### config.mk
export PLATFORM = sky130hd
export DESIGN_NAME = tank_refill_pump_controller_flat
export DESIGN_NICKNAME = d
export VERILOG_FILES = /design/src/rtl/core/trpc_pkg.sv /design/src/rtl/core/trpc_req_if.sv /design/src/rtl/core/trpc_rsp_if.sv /design/src/rtl/core/tank_refill_pump_controller.sv /design/src/flat_wrapper.sv
export SDC_FILE = /design/constraint.sdc
export NUM_CORES = 1
export LEC_CHECK = 0
export ABC_CLOCK_PERIOD_IN_PS = 11100
export BUFFER_PORTS_ARGS = -buffer_cell sky130_fd_sc_hd__buf_2
export CAP_MARGIN = 0
export CORE_UTILIZATION = 40
export DETAILED_ROUTE_END_ITERATION = 12
export GPL_TIMING_DRIVEN = 0
export SYNTH_ARGS = -nofsm -noshare
export SYNTH_HDL_FRONTEND = slang
export SYNTH_SLANG_ARGS = --single-unit
### constraint.sdc
create_clock -name clk -period 11.1 [get_ports clk]
set_input_delay 1.11 -clock clk [delete_from_list [all_inputs] [get_ports clk]]
set_output_delay 1.11 -clock clk [all_outputs]
set_load 0.03 [all_outputs]
### src/rtl/core/trpc_pkg.sv
`timescale 1ns / 1ps
// Shared types and codes for the tank refill pump controller.
// No dependencies; compiled first.
package trpc_pkg;

    // Field widths fixed by the item layout
    localparam int RUNTIME_W  = 20;
    localparam int INTERVAL_W = 27;
    localparam int SETTLE_W   = 17;
    localparam int CFG_IDX_W  = 3;
    localparam int CFG_DATA_W = 27;

    // Register reset values
    localparam logic [RUNTIME_W-1:0]  RUNTIME_RESET  = 20'd600000;
    localparam logic [INTERVAL_W-1:0] INTERVAL_RESET = 27'd300000;
    localparam logic [3:0]            HW_ALL         = 4'hF;

    // Configuration register indexes
    localparam logic [CFG_IDX_W-1:0] REG_CIRC_EN    = 3'd0;
    localparam logic [CFG_IDX_W-1:0] REG_AUTO_EN    = 3'd1;
    localparam logic [CFG_IDX_W-1:0] REG_RUNTIME    = 3'd2;
    localparam logic [CFG_IDX_W-1:0] REG_INTERVAL   = 3'd3;
    localparam logic [CFG_IDX_W-1:0] REG_PREF_ROUTE = 3'd4;
    localparam logic [CFG_IDX_W-1:0] REG_ALLOW_SUMP = 3'd5;
    localparam logic [CFG_IDX_W-1:0] REG_HW_PRESENT = 3'd6;

    // Request codes
    localparam logic [1:0] REQ_TICK   = 2'd0;
    localparam logic [1:0] REQ_CLEAR  = 2'd1;
    localparam logic [1:0] REQ_MANUAL = 2'd2;

    // Preferred route codes
    localparam logic [1:0] PREF_AUTO = 2'd0;
    localparam logic [1:0] PREF_FISH = 2'd1;
    localparam logic [1:0] PREF_SUMP = 2'd2;

    // Active route codes
    localparam logic [1:0] ROUTE_FISH = 2'd1;
    localparam logic [1:0] ROUTE_SUMP = 2'd2;
    localparam logic [1:0] ROUTE_NONE = 2'd3;

    // Reported state codes
    localparam logic [2:0] ST_IDLE    = 3'd0;
    localparam logic [2:0] ST_MIX     = 3'd1;
    localparam logic [2:0] ST_WAIT    = 3'd2;
    localparam logic [2:0] ST_SETTLE  = 3'd3;
    localparam logic [2:0] ST_FISH    = 3'd4;
    localparam logic [2:0] ST_BLOCKED = 3'd5;
    localparam logic [2:0] ST_ALARM   = 3'd6;

    typedef struct packed {
        logic                  circulation_on;
        logic                  fish_pump_on;
        logic                  sump_valve_on;
        logic [1:0]            active_route;
        logic [2:0]            state_code;
        logic                  alarm_active;
        logic                  route_blocked;
        logic                  settling_active;
        logic [SETTLE_W-1:0]   settle_remaining_ms;
        logic [INTERVAL_W-1:0] interval_remaining_ms;
        logic                  overflow_flag;
    } rsp_t;

endpackage

### src/rtl/core/trpc_req_if.sv
`timescale 1ns / 1ps
// Request channel: valid/ready handshake carrying one input item.
// No dependencies.
interface trpc_req_if;
    logic        valid;
    logic        ready;
    logic [1:0]  req_type;
    logic [31:0] now_ms;
    logic        level_low;
    logic        level_high;
    logic        overflow_sensed;
    logic        manual_on;

    modport source (output valid, req_type, now_ms, level_low, level_high,
                    overflow_sensed, manual_on, input ready);
    modport sink   (input valid, req_type, now_ms, level_low, level_high,
                    overflow_sensed, manual_on, output ready);
endinterface

### src/rtl/core/trpc_rsp_if.sv
`timescale 1ns / 1ps
// Result channel: valid/ready handshake carrying one result item.
// No dependencies.
interface trpc_rsp_if;
    logic        valid;
    logic        ready;
    logic        circulation_on;
    logic        fish_pump_on;
    logic        sump_valve_on;
    logic [1:0]  active_route;
    logic [2:0]  state_code;
    logic        alarm_active;
    logic        route_blocked;
    logic        settling_active;
    logic [16:0] settle_remaining_ms;
    logic [26:0] interval_remaining_ms;
    logic        overflow_flag;

    modport source (output valid, circulation_on, fish_pump_on, sump_valve_on,
                    active_route, state_code, alarm_active, route_blocked,
                    settling_active, settle_remaining_ms, interval_remaining_ms,
                    overflow_flag, input ready);
    modport sink   (input valid, circulation_on, fish_pump_on, sump_valve_on,
                    active_route, state_code, alarm_active, route_blocked,
                    settling_active, settle_remaining_ms, interval_remaining_ms,
                    overflow_flag, output ready);
endinterface

### src/rtl/core/tank_refill_pump_controller.sv
`timescale 1ns / 1ps
// Tank refill pump controller top level: config registers, control state,
// one-pass tick logic and a two-deep result buffer. Uses trpc_pkg, trpc_req_if, trpc_rsp_if.
// An item's result is registered in the output register, or in the skid entry if that waits.
// Throughput: one item per cycle while the skid entry is empty; the single-pass update
// of the control state and the output/skid register pair set that figure.
// Reset (rst_n low, asynchronous): registers at their reset values, alarm and
// timestamps cleared, held result all off with route none, buffer empty.
module tank_refill_pump_controller
    import trpc_pkg::*;
#(
    parameter int unsigned SETTLE_TIME_MS        = 120000,
    parameter int unsigned MAX_RUNTIME_LIMIT_MS  = 600000,
    parameter int unsigned MAX_INTERVAL_LIMIT_MS = 86400000
)
(
    input  logic                  clk,
    input  logic                  rst_n,
    input  logic                  cfg_wr_en,
    input  logic [CFG_IDX_W-1:0]  cfg_index,
    input  logic [CFG_DATA_W-1:0] cfg_wdata,
    trpc_req_if.sink              req,
    trpc_rsp_if.source            rsp
);

    // Runtime register must hold the clamp limit as well as any 20-bit value
    localparam int RUN_LIM_W = $clog2(MAX_RUNTIME_LIMIT_MS + 1);
    localparam int RUN_W     = (RUN_LIM_W > RUNTIME_W) ? RUN_LIM_W : RUNTIME_W;

    localparam logic [31:0] SETTLE_C  = 32'(SETTLE_TIME_MS);
    localparam logic [31:0] RUN_LIM_C = 32'(MAX_RUNTIME_LIMIT_MS);
    localparam logic [31:0] INT_LIM_C = 32'(MAX_INTERVAL_LIMIT_MS);

    // ------------------------------------------------------------------
    // Configuration registers
    // ------------------------------------------------------------------
    logic                  circ_en_reg;
    logic                  auto_en_reg;
    logic [RUN_W-1:0]      runtime_reg;
    logic [INTERVAL_W-1:0] interval_reg;
    logic [1:0]            pref_route_reg;
    logic                  allow_sump_reg;
    logic [3:0]            hw_reg;

    logic [RUNTIME_W-1:0]  cfg_runtime;
    logic [INTERVAL_W-1:0] cfg_interval;

    // Clamp on write: zero or too long a runtime becomes the limit
    always_comb
    begin
        cfg_runtime  = cfg_wdata[RUNTIME_W-1:0];
        cfg_interval = cfg_wdata[INTERVAL_W-1:0];
    end

    always_ff @(posedge clk or negedge rst_n)
    begin
        if (!rst_n)
        begin
            circ_en_reg    <= 1'b1;
            auto_en_reg    <= 1'b1;
            runtime_reg    <= RUN_W'(RUNTIME_RESET);
            interval_reg   <= INTERVAL_RESET;
            pref_route_reg <= PREF_AUTO;
            allow_sump_reg <= 1'b0;
            hw_reg         <= HW_ALL;
        end
        else if (cfg_wr_en)
        begin
            case (cfg_index)
                REG_CIRC_EN:    circ_en_reg <= cfg_wdata[0];
                REG_AUTO_EN:    auto_en_reg <= cfg_wdata[0];
                REG_RUNTIME:
                begin
                    if (cfg_runtime == '0 || 32'(cfg_runtime) > RUN_LIM_C)
                        runtime_reg <= RUN_LIM_C[RUN_W-1:0];
                    else
                        runtime_reg <= RUN_W'(cfg_runtime);
                end
                REG_INTERVAL:
                begin
                    // The limit only bites when it is below the 27-bit range
                    if (32'(cfg_interval) > INT_LIM_C)
                        interval_reg <= INT_LIM_C[INTERVAL_W-1:0];
                    else
                        interval_reg <= cfg_interval;
                end
                REG_PREF_ROUTE: pref_route_reg <= cfg_wdata[1:0];
                REG_ALLOW_SUMP: allow_sump_reg <= cfg_wdata[0];
                REG_HW_PRESENT: hw_reg <= cfg_wdata[3:0];
                default:        ;
            endcase
        end
    end

    // ------------------------------------------------------------------
    // Control state; a timestamp of zero means "not started" / "never"
    // ------------------------------------------------------------------
    logic        alarm_reg,      alarm_next;
    logic [31:0] start_reg,      start_next;
    logic [31:0] stop_reg,       stop_next;
    logic [31:0] dilution_reg,   dilution_next;
    logic        was_on_reg,     was_on_next;
    logic        manual_reg,     manual_next;
    rsp_t        held_reg,       held_next;

    // Result buffer: output register plus one skid entry
    rsp_t        out_reg;
    logic        out_valid_reg;
    rsp_t        skid_reg;
    logic        skid_valid_reg;

    logic        in_xfer;
    logic        out_xfer;

    assign req.ready = !skid_valid_reg;
    assign in_xfer   = req.valid && !skid_valid_reg;
    assign out_xfer  = out_valid_reg && rsp.ready;

    // ------------------------------------------------------------------
    // Tick logic
    // ------------------------------------------------------------------
    logic        has_circ, has_refill, has_level;
    logic        low, high;
    logic        circ, refill, blocked, waiting, rblk, settling;
    logic        circ_out, refill_out;
    logic [1:0]  route, active, picked;
    logic [31:0] stop_elapsed, run_elapsed, settle_elapsed, settle_diff;
    logic [INTERVAL_W-1:0] left;

    // Route resolution from preference and fitted hardware
    always_comb
    begin
        case (pref_route_reg)
            PREF_FISH: picked = hw_reg[1] ? ROUTE_FISH : ROUTE_NONE;
            PREF_SUMP: picked = hw_reg[2] ? ROUTE_SUMP : ROUTE_NONE;
            PREF_AUTO:
            begin
                if (allow_sump_reg && hw_reg[2])
                    picked = ROUTE_SUMP;
                else if (hw_reg[1])
                    picked = ROUTE_FISH;
                else if (hw_reg[2])
                    picked = ROUTE_SUMP;
                else
                    picked = ROUTE_NONE;
            end
            default:   picked = ROUTE_NONE;
        endcase
    end

    // Lockout left since the last refill stop
    always_comb
    begin
        stop_elapsed = req.now_ms - stop_reg;
        if (stop_reg == '0 || interval_reg == '0)
            left = '0;
        else if (stop_elapsed >= 32'(interval_reg))
            left = '0;
        else
            left = interval_reg - stop_elapsed[INTERVAL_W-1:0];
    end

    always_comb
    begin
        has_circ   = hw_reg[0];
        has_refill = hw_reg[1] | hw_reg[2];
        has_level  = hw_reg[3];
        low        = has_level & req.level_low;
        high       = has_level & req.level_high;

        alarm_next    = alarm_reg;
        start_next    = start_reg;
        stop_next     = stop_reg;
        dilution_next = dilution_reg;
        was_on_next   = was_on_reg;
        manual_next   = manual_reg;
        held_next     = held_reg;

        circ           = circ_en_reg;
        refill         = 1'b0;
        blocked        = 1'b0;
        waiting        = 1'b0;
        rblk           = 1'b0;
        settling       = 1'b0;
        route          = ROUTE_NONE;
        circ_out       = 1'b0;
        refill_out     = 1'b0;
        active         = ROUTE_NONE;
        run_elapsed    = '0;
        settle_elapsed = '0;
        settle_diff    = '0;

        case (req.req_type)
            REQ_CLEAR:
            begin
                // Drop the alarm and forget the running refill and dilution
                alarm_next              = 1'b0;
                start_next              = '0;
                was_on_next             = 1'b0;
                dilution_next           = '0;
                held_next.active_route  = ROUTE_NONE;
                held_next.state_code    = ST_IDLE;
                held_next.alarm_active  = 1'b0;
                held_next.route_blocked = 1'b0;
            end
            REQ_MANUAL:
            begin
                manual_next = req.manual_on;
                if (!req.manual_on)
                    start_next = '0;
            end
            REQ_TICK:
            begin
                if (low && high)
                    alarm_next = 1'b1;

                // Decide whether a refill is wanted
                if (manual_reg)
                begin
                    if (!has_refill)
                        blocked = 1'b1;
                    else
                        refill = 1'b1;
                end
                else if (auto_en_reg)
                begin
                    if (!has_refill || !has_level)
                        blocked = 1'b1;
                    else if (high)
                        start_next = '0;
                    else if (low)
                    begin
                        if (left != '0 && stop_reg != '0)
                            waiting = 1'b1;
                        else
                            refill = 1'b1;
                    end
                    else
                        start_next = '0;
                end
                else
                    start_next = '0;

                // Resolve the route and enforce the runtime limit
                if (refill)
                begin
                    if (start_next == '0)
                        start_next = req.now_ms;
                    route = picked;
                    if (picked == ROUTE_NONE)
                    begin
                        refill  = 1'b0;
                        blocked = 1'b1;
                        rblk    = 1'b1;
                    end
                    run_elapsed = req.now_ms - start_next;
                    if (refill && run_elapsed >= 32'(runtime_reg))
                    begin
                        refill      = 1'b0;
                        manual_next = 1'b0;
                        alarm_next  = 1'b1;
                    end
                end

                if (alarm_next)
                begin
                    circ   = 1'b0;
                    refill = 1'b0;
                    route  = ROUTE_NONE;
                end

                circ_out   = circ & has_circ;
                refill_out = refill & has_refill;
                active     = refill_out ? route : ROUTE_NONE;
                if (refill_out && (active == ROUTE_FISH || active == ROUTE_SUMP))
                    dilution_next = req.now_ms;

                // Settling hold after water went into the mix tank
                settle_elapsed = req.now_ms - dilution_next;
                settle_diff    = SETTLE_C - settle_elapsed;
                if (dilution_next != '0 && settle_elapsed < SETTLE_C)
                    settling = !refill_out;
                else
                    settle_diff = '0;

                // Falling edge of the refill drive starts the lockout
                if (was_on_reg && !refill_out)
                begin
                    stop_next  = req.now_ms;
                    start_next = '0;
                end
                was_on_next = refill_out;

                held_next.circulation_on        = circ_out;
                held_next.fish_pump_on          = refill_out && active == ROUTE_FISH;
                held_next.sump_valve_on         = refill_out && active == ROUTE_SUMP;
                held_next.active_route          = active;
                held_next.alarm_active          = alarm_next;
                held_next.route_blocked         = rblk;
                held_next.settling_active       = settling;
                held_next.settle_remaining_ms   = settle_diff[SETTLE_W-1:0];
                held_next.interval_remaining_ms = left;
                held_next.overflow_flag         = req.overflow_sensed;

                if (alarm_next)
                    held_next.state_code = ST_ALARM;
                else if (blocked)
                    held_next.state_code = ST_BLOCKED;
                else if (waiting)
                    held_next.state_code = ST_WAIT;
                else if (refill_out)
                    held_next.state_code = (active == ROUTE_FISH) ? ST_FISH : ST_MIX;
                else if (settling)
                    held_next.state_code = ST_SETTLE;
                else
                    held_next.state_code = ST_IDLE;
            end
            default: ;  // unknown request: hold everything
        endcase
    end

    // Advance the control state on every input transfer
    always_ff @(posedge clk or negedge rst_n)
    begin
        if (!rst_n)
        begin
            alarm_reg    <= 1'b0;
            start_reg    <= '0;
            stop_reg     <= '0;
            dilution_reg <= '0;
            was_on_reg   <= 1'b0;
            manual_reg   <= 1'b0;
            held_reg     <= '{active_route: ROUTE_NONE, state_code: ST_IDLE, default: '0};
        end
        else if (in_xfer)
        begin
            alarm_reg    <= alarm_next;
            start_reg    <= start_next;
            stop_reg     <= stop_next;
            dilution_reg <= dilution_next;
            was_on_reg   <= was_on_next;
            manual_reg   <= manual_next;
            held_reg     <= held_next;
        end
    end

    // ------------------------------------------------------------------
    // Result buffer: the skid entry catches a result while the output
    // register still waits; input stalls only while the skid is full
    // ------------------------------------------------------------------
    always_ff @(posedge clk or negedge rst_n)
    begin
        if (!rst_n)
        begin
            out_valid_reg  <= 1'b0;
            skid_valid_reg <= 1'b0;
        end
        else if (skid_valid_reg)
        begin
            if (out_xfer)
                skid_valid_reg <= 1'b0;
        end
        else if (in_xfer)
        begin
            if (!out_valid_reg || out_xfer)
                out_valid_reg <= 1'b1;
            else
                skid_valid_reg <= 1'b1;
        end
        else if (out_xfer)
            out_valid_reg <= 1'b0;
    end

    always_ff @(posedge clk)
    begin
        if (skid_valid_reg)
        begin
            if (out_xfer)
                out_reg <= skid_reg;
        end
        else if (in_xfer)
        begin
            if (!out_valid_reg || out_xfer)
                out_reg <= held_next;
            else
                skid_reg <= held_next;
        end
    end

    assign rsp.valid                 = out_valid_reg;
    assign rsp.circulation_on        = out_reg.circulation_on;
    assign rsp.fish_pump_on          = out_reg.fish_pump_on;
    assign rsp.sump_valve_on         = out_reg.sump_valve_on;
    assign rsp.active_route          = out_reg.active_route;
    assign rsp.state_code            = out_reg.state_code;
    assign rsp.alarm_active          = out_reg.alarm_active;
    assign rsp.route_blocked         = out_reg.route_blocked;
    assign rsp.settling_active       = out_reg.settling_active;
    assign rsp.settle_remaining_ms   = out_reg.settle_remaining_ms;
    assign rsp.interval_remaining_ms = out_reg.interval_remaining_ms;
    assign rsp.overflow_flag         = out_reg.overflow_flag;

endmodule

### src/flat_wrapper.sv
// flat-port wrapper written by rule: the top's interface ports become plain ports
module tank_refill_pump_controller_flat import trpc_pkg::*;
#(
    parameter int unsigned SETTLE_TIME_MS        = 120000,
    parameter int unsigned MAX_RUNTIME_LIMIT_MS  = 600000,
    parameter int unsigned MAX_INTERVAL_LIMIT_MS = 86400000
)
  (clk, rst_n, cfg_wr_en, cfg_index, cfg_wdata, req_valid, req_req_type, req_now_ms, req_level_low, req_level_high, req_overflow_sensed, req_manual_on, req_ready, rsp_valid, rsp_circulation_on, rsp_fish_pump_on, rsp_sump_valve_on, rsp_active_route, rsp_state_code, rsp_alarm_active, rsp_route_blocked, rsp_settling_active, rsp_settle_remaining_ms, rsp_interval_remaining_ms, rsp_overflow_flag, rsp_ready);
  trpc_req_if req_i ();
  trpc_rsp_if rsp_i ();
  input  logic clk;
  input  logic rst_n;
  input  logic cfg_wr_en;
  input  logic [CFG_IDX_W-1:0] cfg_index;
  input  logic [CFG_DATA_W-1:0] cfg_wdata;
  input wire logic [$bits(req_i.valid)-1:0] req_valid;
  input wire logic [$bits(req_i.req_type)-1:0] req_req_type;
  input wire logic [$bits(req_i.now_ms)-1:0] req_now_ms;
  input wire logic [$bits(req_i.level_low)-1:0] req_level_low;
  input wire logic [$bits(req_i.level_high)-1:0] req_level_high;
  input wire logic [$bits(req_i.overflow_sensed)-1:0] req_overflow_sensed;
  input wire logic [$bits(req_i.manual_on)-1:0] req_manual_on;
  output wire logic [$bits(req_i.ready)-1:0] req_ready;
  output wire logic [$bits(rsp_i.valid)-1:0] rsp_valid;
  output wire logic [$bits(rsp_i.circulation_on)-1:0] rsp_circulation_on;
  output wire logic [$bits(rsp_i.fish_pump_on)-1:0] rsp_fish_pump_on;
  output wire logic [$bits(rsp_i.sump_valve_on)-1:0] rsp_sump_valve_on;
  output wire logic [$bits(rsp_i.active_route)-1:0] rsp_active_route;
  output wire logic [$bits(rsp_i.state_code)-1:0] rsp_state_code;
  output wire logic [$bits(rsp_i.alarm_active)-1:0] rsp_alarm_active;
  output wire logic [$bits(rsp_i.route_blocked)-1:0] rsp_route_blocked;
  output wire logic [$bits(rsp_i.settling_active)-1:0] rsp_settling_active;
  output wire logic [$bits(rsp_i.settle_remaining_ms)-1:0] rsp_settle_remaining_ms;
  output wire logic [$bits(rsp_i.interval_remaining_ms)-1:0] rsp_interval_remaining_ms;
  output wire logic [$bits(rsp_i.overflow_flag)-1:0] rsp_overflow_flag;
  input wire logic [$bits(rsp_i.ready)-1:0] rsp_ready;
  assign req_i.valid = req_valid;
  assign req_i.req_type = req_req_type;
  assign req_i.now_ms = req_now_ms;
  assign req_i.level_low = req_level_low;
  assign req_i.level_high = req_level_high;
  assign req_i.overflow_sensed = req_overflow_sensed;
  assign req_i.manual_on = req_manual_on;
  assign req_ready = req_i.ready;
  assign rsp_valid = rsp_i.valid;
  assign rsp_circulation_on = rsp_i.circulation_on;
  assign rsp_fish_pump_on = rsp_i.fish_pump_on;
  assign rsp_sump_valve_on = rsp_i.sump_valve_on;
  assign rsp_active_route = rsp_i.active_route;
  assign rsp_state_code = rsp_i.state_code;
  assign rsp_alarm_active = rsp_i.alarm_active;
  assign rsp_route_blocked = rsp_i.route_blocked;
  assign rsp_settling_active = rsp_i.settling_active;
  assign rsp_settle_remaining_ms = rsp_i.settle_remaining_ms;
  assign rsp_interval_remaining_ms = rsp_i.interval_remaining_ms;
  assign rsp_overflow_flag = rsp_i.overflow_flag;
  assign rsp_i.ready = rsp_ready;
  tank_refill_pump_controller #(.SETTLE_TIME_MS(SETTLE_TIME_MS), .MAX_RUNTIME_LIMIT_MS(MAX_RUNTIME_LIMIT_MS), .MAX_INTERVAL_LIMIT_MS(MAX_INTERVAL_LIMIT_MS)) u_core (.clk(clk), .rst_n(rst_n), .cfg_wr_en(cfg_wr_en), .cfg_index(cfg_index), .cfg_wdata(cfg_wdata), .req(req_i), .rsp(rsp_i));
endmodule
==> impl_metrics.tcl <==
set metrics [dict create \
    status "complete, no violations" \
    final_layout_size_suffix_gt1_frac 0.206 \
    rsz0062_at_grt "true" \
    hold_path.class "reg2reg" \
    ys_ff_latch 325 \
    worstPathRequired_ns 11.51 \
    synth-edff-count 112 \
    grt_max_degree 108 \
    cts.clk_slew.worst_paths_ns 0.06 \
    grt_remaining_overflow 0 \
    leakagePower_nw 11.7 \
    worstSetupPathType "in2reg" \
    gp_congestion 0.922 \
    drv_cap 0 \
    synth_nets 2899 \
    yosys.cell_types.count 89 \
    netlist_instances 2657 \
    regArea_sq_mm 0.00872 \
    placementRows 88 \
    cts_hold_buffers 0 \
    grt_first_pass_wirelength_mm 123 \
    period_needed_ns 10.81 \
    via_per_inst 5.85 \
    clockBufferDepth 3 \
    cts_made_buffers 37 \
    holdWs_ns 0.473 \
    cp_max_fo 10 \
    drt_iter0_drc 2012 \
    synthArstFlopShare 0.655 \
    pre_cts_ws_ns -3.40 \
    syn_area_sq_mm 0.0234 \
    drc_errors 0 \
    totalWireLength_mm 81.0 \
    final_max_slew_viol_count 0 \
    cts_tree "built" \
    ant_nets 0 \
    htree_num_levels 2 \
    yosys_warnings 0 \
    start_util 0.405 \
    vias 21700 \
    nFillCells 5502 \
    cts.sinks 325 \
    irDropWorstVdd_mv 0.184 \
    hpwl_mm 62.1 \
    multi_input_area_sq_mm 0.0148 \
    cp_slowest_stage_delay_ns 0.47 \
    fin_setup_tns_ns 0 \
    grt_use_total 0.266 \
    io_pins 131 \
    post-route-period-util 0.974 \
    setup_viol 0 \
    min_from "u_core.held_reg[44]" \
    cts-root-buf "clkbuf_16" \
    slew_headroom 0.227 \
    die-area_sq_mm 0.0595 \
    first_pass_iters 5 \
    instances_no_fill 3706 \
    syn_area_per_cell_sq_um 8.81 \
    avgRoutedWirePerCell_microns 21.8 \
    finalClockSkew_ns 0.0192 \
    worst_slew_pin_slew_ns 1.15 \
    ys.flop_type "dfrtp_1" \
    fmax_ghz 0.0925 \
    finalHoldViolCount 0 \
    slowest_stage "or4_4" \
    final.setup.worst_slack_ns 0.289 \
    startpoint_type "input pin" \
    clk_latency_ns 0.57 \
    crit_start "req_level_low" \
    r2r_start "u_core.start_reg[7]" \
    grt_pass1_vias 20800 \
    antenna_found_initial 1 \
    io_buffer_count 129 \
    coreArea_sq_mm 0.0578 \
    dp.cells 3554 \
    area_growth_pct 21.1 \
    die_x_microns 244 \
    die_h_microns 244 \
    cp-end-kind "flop" \
    arrival_ns 11.22 \
    seq_area_frac_synth 0.372 \
    critical_path.most_common_cell "o21ai_2" \
    power.density_mw_per_mm2 217 \
    layout.nets 3153 \
]
layout make-up:
type | instances | share of cell area
Clock buffer | 51 | 0.0352
Tap cell | 765 | 0.0337
Timing Repair Buffer | 229 | 0.0554
Antenna cell | 1 | 0.0000882
Inverter | 164 | 0.0220
Sequential cell | 325 | 0.307
Buffer | 112 | 0.0180
Clock inverter | 17 | 0.00688
Multi-Input combinational cell | 2042 | 0.521
layout by cell type (no fill, tap or decap), types with 11 or more instances in the layout:
cell type,synthesis,final
xor2_1,47,40
a22o_1,31,30
nand2_1,378,374
a211oi_1,15,11
clkbuf_1,111,105
mux2i_1,35,26
buf_4,2,99
or3_1,21,18
a21o_1,53,51
or2_2,15,14
a22oi_1,34,30
edfxtp_1,112,112
nor2b_1,20,19
a21oi_1,176,153
buf_2,5,121
inv_1,164,158
clkbuf_16,0,39
o21ai_0,220,196
xnor2_1,54,44
mux2_2,86,79
nand2b_1,33,31
and2_1,11,11
nor4_1,57,48
ha_1,165,145
o31ai_1,30,29
nor2_1,141,137
o21a_1,15,15
a21oi_2,0,20
o21ai_1,10,19
dfstp_2,24,24
ha_4,0,12
nand4_1,43,43
a31oi_1,27,25
o211ai_1,30,30
dfrtp_1,189,189
o21bai_1,18,18
nor3_1,45,40
nand3_1,45,41
critical path, delay by kind of cell:
family / cells / cell delay, ns
compound gates: 18 / 3.56
simple gates: 13 / 2.89
fa+ha+maj: 7 / 2.09
buf+inv: 6 / 0.88
mux: 1 / 0.35
xor+xnor: 1 / 0.31
stage by stage:
step | instance area (sq um) | total power [mW] | utilization
2_1_floorplan | 23500 | 3.70 | -
5_1_grt | 28400 | 6.53 | 0.491
6_report | 28400 | 6.14 | 0.491
3_5_place_dp | 25200 | 4.55 | 0.436
3_3_place_gp | 25100 | 4.51 | 0.435
4_1_cts | 27700 | 6.02 | 0.478
layer usage:
metal	global-route usage	routed length, microns
met1	0.375	36900
met2	0.432	37100
met3	0.0269	4400
met4	0.0719	2520
met5	0	0
kinds of logic (layout without fill, tap and decap cells):
kind of cell | after synthesis | after routing | synth area share
compound gates | 773 | 774 | 0.214
xor+xnor | 101 | 101 | 0.0378
fa+ha+maj | 174 | 174 | 0.0937
buf+inv | 291 | 573 | 0.0475
flops | 325 | 325 | 0.372
mux | 121 | 121 | 0.0563
other cells | 0 | 1 | 0
simple gates | 872 | 872 | 0.178
where the power goes:
part / total (mW) / leakage [nW] / internal [mW] / switching, mW
logic: 3.32 / 7.25 / 1.25 / 2.07
registers: 1.59 / 3.88 / 1.49 / 0.101
clock network: 1.23 / 0.572 / 0.709 / 0.525
synth_stat cells, drive strengths merged (11+ instances only):
cell | number | area share
dfstp | 24 | 0.027
nor3 | 45 | 0.0096
mux2i | 35 | 0.015
dfrtp | 189 | 0.20
o31ai | 38 | 0.014
o211ai | 32 | 0.011
a21o | 53 | 0.017
xnor2 | 54 | 0.020
inv | 164 | 0.026
a211oi | 15 | 0.0048
a22o | 31 | 0.012
o21ai | 230 | 0.049
a21oi | 177 | 0.038
ha | 165 | 0.088
and3 | 11 | 0.0029
nor2 | 142 | 0.023
xor2 | 47 | 0.018
edfxtp | 112 | 0.14
nor4 | 59 | 0.017
nand2b | 33 | 0.0088
or2 | 18 | 0.0048
a31oi | 27 | 0.0072
nor2b | 20 | 0.0053
a21boi | 11 | 0.0035
or3 | 21 | 0.0056
nand2 | 378 | 0.061
o21a | 15 | 0.0048
nand3 | 46 | 0.010
and2 | 11 | 0.0029
mux2 | 86 | 0.041
clkbuf | 111 | 0.018
nand4 | 43 | 0.011
buf | 16 | 0.0035
a22oi | 34 | 0.011
o21bai | 18 | 0.0058
and4 | 11 | 0.0041
final timing paths:
check / slack, ns / depth (start not counted) / to
worst max-delay path: 0.29 / 46 / u_core.rsp.settle_remaining_ms[16]
worst min-delay path: 0.47 / 2 / u_core.held_reg[44]
worst max register to register: 0.32 / 45 / u_core.rsp.settle_remaining_ms[16]
worst min register to register: 0.47 / 2 / u_core.held_reg[44]
max in group asynchronous: 9.49 / 2 / u_core.held_reg[23]
min in group asynchronous: 0.55 / 1 / u_core.dilution_reg[28]
what timing repair did:
item	4_1_cts	5_1_grt
pin swaps	77	66
setup endpoints to repair	60	60
setup buffers	66	30
resized for setup	158	116
hold endpoints to repair	0	0
cloned	1	2
No activity file was read; power rests on OpenSTA's default activity.
